## config.mk

```make
export PLATFORM = sky130hd
export DESIGN_NAME = evad_ctrl
export DESIGN_NICKNAME = d
export VERILOG_FILES = /design/src/design/evad_pkg.sv /design/src/design/evad_ctrl.sv
export SDC_FILE = /design/constraint.sdc
export NUM_CORES = 1
export LEC_CHECK = 0
export BUFFER_PORTS_ARGS = -buffer_cell sky130_fd_sc_hd__buf_2
export CAP_MARGIN = 20
export CORE_AREA = 2 2 39 41
export DETAILED_ROUTE_END_ITERATION = 10
export DIE_AREA = 0 0 41 43
export PLACE_DENSITY = 0.4
export SETUP_SLACK_MARGIN = 0.1
export SLEW_MARGIN = 15
export SYNTH_ARGS = -nofsm -noshare
export SYNTH_HDL_FRONTEND = slang
export SYNTH_SLANG_ARGS = --single-unit
```

## constraint.sdc

```tcl
create_clock -name clk -period 1.23 [get_ports clk]
set_clock_uncertainty 0.2 [all_clocks]
set_input_delay 0.1845 -clock clk [delete_from_list [all_inputs] [get_ports clk]]
set_output_delay 0.1845 -clock clk [all_outputs]
set_load 0.1 [all_outputs]
```

## src/design/evad_pkg.sv

```systemverilog
// ---------------------------------------------------------------------------
// Energy VAD package
// Shared widths, constants, register indexes and the probability table.
// ---------------------------------------------------------------------------
package evad_pkg;

    localparam int MaxFrameSamples = 1024;
    localparam int LogTableBits    = 8;
    localparam int CountW          = $clog2(MaxFrameSamples + 1);
    localparam int SumW            = 41;
    localparam int XingW           = 10;

    localparam logic [1:0] REG_ADAPT_ENABLE = 2'd0;
    localparam logic [1:0] REG_ADAPT_RATE   = 2'd1;
    localparam logic [1:0] REG_FLOOR        = 2'd2;
    localparam logic [1:0] REG_HANGOVER     = 2'd3;

    localparam logic signed [15:0] DbFloor      = -16'sd24576;
    localparam logic signed [15:0] NoiseReset   = -16'sd12800;
    localparam logic signed [15:0] SignalReset  = -16'sd7680;
    localparam logic signed [15:0] FloorReset   = -16'sd7680;
    localparam logic [15:0]        RateReset    = 16'd655;
    localparam logic [7:0]         HangReset    = 8'd10;
    localparam logic [17:0]        TenLog10Two  = 18'd197283;
    localparam logic [15:0]        ThreshFrac   = 16'd19661;

    // Commands from the controller to the datapath.
    typedef struct packed {
        logic accum;      // accumulate the accepted sample
        logic log_start;  // load the log unit with the energy sum
        logic log_step;   // one squaring step of the log unit
        logic log_swap;   // keep energy log, load the log unit with the count
        logic conv;       // form the dB value
        logic adapt;      // update the tracked level
        logic thresh;     // update the threshold
        logic decide;     // decide, update counters, load the result register
    } evad_cmd_t;

    typedef struct packed {
        logic log_done;
    } evad_sts_t;

    typedef struct packed {
        logic               speech_flag;
        logic signed [15:0] frame_db;
        logic [7:0]         speech_prob;
        logic [15:0]        speech_run;
        logic [15:0]        silence_run;
        logic [31:0]        frames_total;
        logic [31:0]        speech_total;
    } evad_result_t;

    function automatic logic [7:0] sig_lookup(input logic [5:0] i);
        logic [7:0] v;
        case (i)
            6'd0, 6'd1, 6'd2, 6'd3, 6'd4: v = 8'd1;
            6'd5, 6'd6: v = 8'd2;
            6'd7, 6'd8: v = 8'd3;
            6'd9: v = 8'd4;   6'd10: v = 8'd5;  6'd11: v = 8'd6;
            6'd12: v = 8'd7;  6'd13: v = 8'd8;  6'd14: v = 8'd10;
            6'd15: v = 8'd12; 6'd16: v = 8'd15; 6'd17: v = 8'd18;
            6'd18: v = 8'd21; 6'd19: v = 8'd26; 6'd20: v = 8'd31;
            6'd21: v = 8'd36; 6'd22: v = 8'd43; 6'd23: v = 8'd51;
            6'd24: v = 8'd59; 6'd25: v = 8'd69; 6'd26: v = 8'd79;
            6'd27: v = 8'd91; 6'd28: v = 8'd103; 6'd29: v = 8'd115;
            6'd30: v = 8'd128; 6'd31: v = 8'd141; 6'd32: v = 8'd153;
            6'd33: v = 8'd165; 6'd34: v = 8'd177; 6'd35: v = 8'd187;
            6'd36: v = 8'd197; 6'd37: v = 8'd205; 6'd38: v = 8'd213;
            6'd39: v = 8'd220; 6'd40: v = 8'd225; 6'd41: v = 8'd230;
            6'd42: v = 8'd235; 6'd43: v = 8'd238; 6'd44: v = 8'd241;
            6'd45: v = 8'd244; 6'd46: v = 8'd246; 6'd47: v = 8'd248;
            6'd48: v = 8'd249; 6'd49: v = 8'd250; 6'd50: v = 8'd251;
            6'd51: v = 8'd252;
            6'd52, 6'd53: v = 8'd253;
            6'd54, 6'd55: v = 8'd254;
            default: v = 8'd255;
        endcase
        return v;
    endfunction

endpackage

```

## src/design/evad_ctrl.sv

```systemverilog
// ---------------------------------------------------------------------------
// Energy VAD controller
// Sequences sample accumulation and the end-of-frame computation.
// ---------------------------------------------------------------------------
module evad_ctrl (
    input  logic                 clk,
    input  logic                 rst_n,
    input  logic                 in_valid,
    input  logic                 in_frame_end,
    output logic                 in_ready,
    input  logic                 out_busy,
    input  evad_pkg::evad_sts_t  sts,
    output evad_pkg::evad_cmd_t  cmd
);
    import evad_pkg::*;

    typedef enum logic [2:0] {
        S_IDLE, S_START, S_LOGA, S_LOGB, S_CONV, S_ADAPT, S_THRESH, S_DECIDE
    } state_t;

    state_t state_reg, state_next;
    logic   accept;

    // A sample is taken only in idle; a frame end also needs a free result slot.
    assign in_ready = (state_reg == S_IDLE) && !out_busy;
    assign accept   = in_valid && in_ready;

    always_comb
    begin
        cmd        = '0;
        state_next = state_reg;
        unique case (state_reg)
            S_IDLE:
            begin
                cmd.accum = accept;
                if (accept && in_frame_end)
                begin
                    state_next = S_START;
                end
            end
            S_START:
            begin
                // The last sample is in the accumulators by now.
                cmd.log_start = 1'b1;
                state_next    = S_LOGA;
            end
            S_LOGA:
            begin
                if (sts.log_done)
                begin
                    cmd.log_swap = 1'b1;
                    state_next   = S_LOGB;
                end
                else
                begin
                    cmd.log_step = 1'b1;
                end
            end
            S_LOGB:
            begin
                if (sts.log_done)
                begin
                    state_next = S_CONV;
                end
                else
                begin
                    cmd.log_step = 1'b1;
                end
            end
            S_CONV:
            begin
                cmd.conv   = 1'b1;
                state_next = S_ADAPT;
            end
            S_ADAPT:
            begin
                cmd.adapt  = 1'b1;
                state_next = S_THRESH;
            end
            S_THRESH:
            begin
                cmd.thresh = 1'b1;
                state_next = S_DECIDE;
            end
            S_DECIDE:
            begin
                cmd.decide = 1'b1;
                state_next = S_IDLE;
            end
            default: state_next = S_IDLE;
        endcase
    end

    // State register.
    always_ff @(posedge clk or negedge rst_n)
    begin
        if (!rst_n)
        begin
            state_reg <= S_IDLE;
        end
        else
        begin
            state_reg <= state_next;
        end
    end

endmodule

```

==> results.json, run 1 <==
{
  "status": "complete, but fails checks",
  "failed_checks": "negative setup slack",
  "synth_area_sq_um": 230,
  "hold_viol": 0,
  "routed_via_density": 4.24,
  "dieArea_sq_um": 1760,
  "hpwl_um": 559,
  "routabilityCongestion": 0.699,
  "dr.pass1.iters": 2,
  "die_x_um": 41,
  "ios": 15,
  "cp_data_required_time_ns": 0.85,
  "cts_tree": "yes",
  "cts_root_buf": "clkbuf_4",
  "final_antenna_net_count": 0,
  "dp_cells": 65,
  "start_util_pct": 16.6,
  "cts_buffer_depth": 2,
  "die_y_um": 43,
  "finalMaxSlewViolations": 0,
  "placeableCoreArea_sq_um": 1380,
  "r2r_end": "state_reg[0]",
  "critPathSlowestCell": "dfrtp_1",
  "hp-class": "in -> async",
  "fillers": 126,
  "grt_max_degree": 12,
  "stdcell_count": 72,
  "yosys_warnings": 0,
  "path_clk_slew_ns": 0.04,
  "htree_levels": 1,
  "cts_buffers": 3,
  "largest_reg_flops": 3,
  "grt_first_pass_wirelength_um": 1170,
  "place.port_buffers": 14,
  "drc": 0,
  "wl_um": 686,
  "final_common_cell": "buf_4",
  "core.rowCount": 14,
  "post-route-min-period_ns": 1.66,
  "cpPeakStageDelay_ns": 0.40,
  "cpLargestDelayFamily": "flip-flops",
  "timing.final.ws_setup_ns": -0.427,
  "antenna_found_initial": 0,
  "timing.rr.start": "state_reg[2]",
  "finalSetupViolCount": 11,
  "synth_nets": 34,
  "grt_pass1_vias": 302,
  "grt_overflow": 0,
  "rrSetupSlack_ns": -0.15,
  "rsz0062_at_grt": "yes",
  "slew_headroom_pct": 82.8,
  "final_cell_mix": "buf_4 (10), buf_12 (9), buf_2 (5), nor2_1 (4)",
  "max_freq_ghz": 0.604,
  "path_cells": "buf_4, nor4_4, buf_12",
  "drt_iter0_drc": 1,
  "drive_gt1_share_pct": 73.2,
  "tightestPinTransition_ns": 0.257,
  "numClockSinks": 3,
  "ys_ff_latch": 3,
  "synthDistinctLibCells": 16,
  "cp_num_buf_inv": 2,
  "worstPathMaxFanout": 4,
  "via_count": 305,
  "area_growth_pct": 185,
  "path_class": "reg -> out",
  "critPathLaunchType": "flip-flop",
  "clkLatencyLatePin_ns": 0.23,
  "fin_nets": 63,
  "max_cap_violations": 0,
  "antennaDiodeCount": 0,
  "critPathArrivalTime_ns": 1.27,
  "post_drt_wl_per_cell_um": 9.53,
  "netlist_instances": 28,
  "min_period_over_period_pct": 135,
  "grtUsageTotal_pct": 10.3,
  "worst-r2r-cell-count": 4,
  "cp-end-kind": "output port",
  "synth-seq-area-share_pct": 32.6,
  "postSynthAreaPerCell_sq_um": 8.22
}
==> kinds of logic (layout without fill, tap and decap cells) <==
group           after synthesis  in the layout  synth area share (%)
compound gates                3              3                  8.70
simple gates                 19             19                  52.2
buf+inv                       3             31                  6.52
flops                         3              3                  32.6
==> layer usage <==
metal | up-vias | track usage, % | part of all wire (%)
li1 | 154 | - | -
met5 | - | 0 | 0
met3 | 0 | 6.28 | 5.5
met1 | 143 | 9.35 | 36
met2 | 8 | 17.2 | 59
met4 | 0 | 4.00 | 0
==> how the worst max path moves through the flow <==
stage / start / endpoint / slack [ns] / cells past startpoint
after detailed placement: state_reg[2] / cmd[7] / -0.24 / 3
after CTS: state_reg[0] / cmd[7] / -0.44 / 3
final: state_reg[1] / in_ready / -0.43 / 3
after global placement: state_reg[2] / cmd[7] / -0.22 / 3
after global routing: state_reg[1] / cmd[4] / -0.49 / 4
after floorplan: state_reg[0] / cmd[7] / -0.78 / 2
==> cells in the mapped netlist (all sizes together) <==
library cell  instances  area, sq um
a21o                  1         7.51
o21ai                 1         5.00
nand3b                1         7.51
nand2                 3         11.3
dfrtp                 3         75.1
nor4                  2         12.5
nand3                 1         5.00
a211oi                1         7.51
buf                   3         15.0
nand2b                1         6.26
nor3b                 3         33.8
and3b                 2         17.5
nor3                  1         5.00
and3                  1         6.26
nor2                  4         15.0
==> stage by stage <==
stage / util, % / area, sq um / setup TNS [ns] / setup WS [ns] / hold slack (ns)
4_1_cts: 46.8 / 648 / -3.90 / -0.437 / 0.0647
3_3_place_gp: 42.7 / 591 / -1.67 / -0.221 / -0.218
2_1_floorplan: - / 324 / -5.64 / -0.784 / -0.311
6_report: 47.4 / 656 / -3.75 / -0.427 / 0.0778
5_1_grt: 47.4 / 656 / -4.36 / -0.492 / 0.0667
3_5_place_dp: 42.7 / 591 / -1.86 / -0.243 / -0.217
==> area by class of cell <==
cell class                      count  area, sq um  area share, %
Clock buffer                        4         26.3           4.01
Multi-Input combinational cell     22          220           33.6
Sequential cell                     3         76.3           11.6
Tap cell                           16         20.0           3.05
Timing Repair Buffer               27          313           47.7
==> repair_timing <==
item,CTS,global route
endpoints found under the setup margin,12,12
cloned,0,0
buffers inserted,2,0
pin swaps,1,1
hold endpoints to repair,3,0
gates resized for setup,2,2
hold buffers,1,0
Power of run 1 is left out: the tool's default activity adds up to more than one toggle a clock period on the data nets, which glitch-free logic cannot reach.
==> inputs of run 2 (changes only) <==
--- a/config.mk
+++ b/config.mk
@@ -12,6 +12,7 @@
 export DIE_AREA = 0 0 41 43
 export PLACE_DENSITY = 0.4
 export SETUP_SLACK_MARGIN = 0.1
+export SKIP_CTS_REPAIR_TIMING = 1
 export SLEW_MARGIN = 15
 export SYNTH_ARGS = -nofsm -noshare
 export SYNTH_HDL_FRONTEND = slang
==> constraint.sdc (replaced) <==
create_clock -name clk -period 1.23 [get_ports clk]
set_clock_uncertainty 0.2 [all_clocks]
set_input_delay 0.123 -clock clk [delete_from_list [all_inputs] [get_ports clk]]
set_output_delay 0.123 -clock clk [all_outputs]
set_load 0.1 [all_outputs]
==> run 2 against run 1 <==
  * The flow still finishes with violations (negative setup slack)
  * Sequential share of layout area fell by 0.11 points
  * Register-to-register slack improved by 0.02 ns
  * Utilization rose by 0.45 points
  * First-iteration DRC count fell by 100%
  * Maximum frequency rose by 3.7%
  * Clock-buffer cell count did not move
  * Wire length rose by 2.5%
  * Cell count did not move
  * Setup slack improved by 0.060 ns
  * Worst hold slack got worse by 0.074 ns
  * Cell area rose by 0.95%
  * Non-clock buffer count did not move
==> results.json, run 2 (synthesis gave the netlist of run 1 again) <==
{
  "dr.pass1.iters": 1,
  "wl_um": 703,
  "core.rowCount": 14,
  "drive_gt1_share_pct": 75.0,
  "fillers": 128,
  "cpLargestDelayFamily": "flip-flops",
  "placeableCoreArea_sq_um": 1380,
  "fin_area_sq_um": 662,
  "die_y_um": 43,
  "hold_viol": 0,
  "clkLatencyLatePin_ns": 0.24,
  "min_period_over_period_pct": 130,
  "max_cap_violations": 0,
  "critPathSlowestCell": "dfrtp_2",
  "fin_nets": 63,
  "utilization_pct": 47.8,
  "antennaDiodeCount": 0,
  "cp-end-kind": "output port",
  "max_freq_ghz": 0.626,
  "grtUsageTotal_pct": 9.26,
  "cts_buffers": 3,
  "drt_iter0_drc": 0,
  "path_cells": "buf_4, nor4_4, buf_12",
  "finalSetupViolCount": 11,
  "path_clk_slew_ns": 0.04,
  "hpwl_um": 549,
  "met3_length_um": 24,
  "dieArea_sq_um": 1760,
  "rsz0062_at_grt": "yes",
  "cp_data_required_time_ns": 0.91,
  "timing.final.ws_setup_ns": -0.367,
  "cts_tree": "yes",
  "grt_first_pass_wirelength_um": 1080,
  "grt_max_degree": 12,
  "area_growth_pct": 187,
  "critPathLaunchType": "flip-flop",
  "final_antenna_net_count": 0,
  "largest_reg_flops": 3,
  "cts_buffer_depth": 2,
  "cp_num_buf_inv": 2,
  "tightestPinTransition_ns": 0.296,
  "post_dp_cell_area_sq_um": 591,
  "failed_checks": "negative setup slack",
  "finalMaxSlewViolations": 0,
  "worstPathMaxFanout": 8,
  "multi_input_area_sq_um": 226,
  "drc": 0,
  "ios": 15,
  "cpPeakStageDelay_ns": 0.46,
  "top_layer": "met4",
  "cts_root_buf": "clkbuf_4",
  "grt_pass1_vias": 295,
  "hp-class": "in -> reg",
  "die_x_um": 41,
  "final_common_cell": "buf_4",
  "post-route-min-period_ns": 1.60,
  "numClockSinks": 3,
  "status": "complete, but fails checks",
  "wl_met2_um": 406,
  "routed_via_density": 4.17,
  "critPathArrivalTime_ns": 1.27,
  "slew_headroom_pct": 80.3,
  "routabilityCongestion": 0.686,
  "post_drt_wl_per_cell_um": 9.76,
  "final_cell_mix": "buf_4 (10), buf_12 (9), buf_2 (5), nor2_1 (4)",
  "place.port_buffers": 14,
  "antenna_found_initial": 0,
  "met1Wirelength_um": 263,
  "grt_overflow": 0,
  "htree_levels": 1,
  "regArea_sq_um": 76.3,
  "path_class": "reg -> out",
  "via_count": 300,
  "start_util_pct": 16.6
}
-- run 2: cell types whose count changed in the layout (fill, tap and decap cells not counted) --
cell	delta
and3_2	-1
o21ai_1	+1
o21ai_0	-1
and3_4	+1
nand2_2	+1
nand2_1	-1
-- run 2: cell type report --
class	count	area share (%)
flip-flops and latches	3	11.5
repair buffers	27	47.3
well taps	16	3.02
clock buffers	4	3.97
multi-input cells	22	34.2
-- run 2: tightest hold or removal path, delay by kind of cell --
kind	cells	cell delay, ns
AOI/OAI and AO/OA	1	0.06
buffers and inverters	1	0.14
and+or+nand+nor	1	0.09
-- run 2: final timing paths --
path	start	to	slack (ns)	depth (start not counted)
min in group asynchronous	rst_n	state_reg[0]	0.01	2
hold reg to reg	state_reg[0]	state_reg[0]	0.50	2
setup / recovery	state_reg[2]	cmd[7]	-0.37	3
hold / removal	sts	state_reg[2]	0.004	3
setup reg to reg	state_reg[1]	state_reg[0]	-0.13	5
max in group asynchronous	rst_n	state_reg[2]	0.70	2
-- run 2: stage by stage --
step / instances / hold WS, ns / setup TNS, ns / worst slack [ns]
2_1_floorplan: 28 / -0.373 / -5.09 / -0.722
3_3_place_gp: 65 / -0.280 / -1.25 / -0.167
3_5_place_dp: 65 / -0.276 / -1.35 / -0.181
4_1_cts: 69 / -0.530 / -3.67 / -0.434
5_1_grt: 72 / 0.0144 / -3.70 / -0.415
6_report: 72 / 0.00399 / -3.17 / -0.367
-- run 2: layer usage --
metal | global-route usage [%] | vias up
met1 | 9.06 | 136
met4 | 8.00 | 0
met2 | 14.4 | 8
met3 | 3.14 | 2
met5 | 0 | -
li1 | - | 154
Power of run 2 is left out for the same reason.
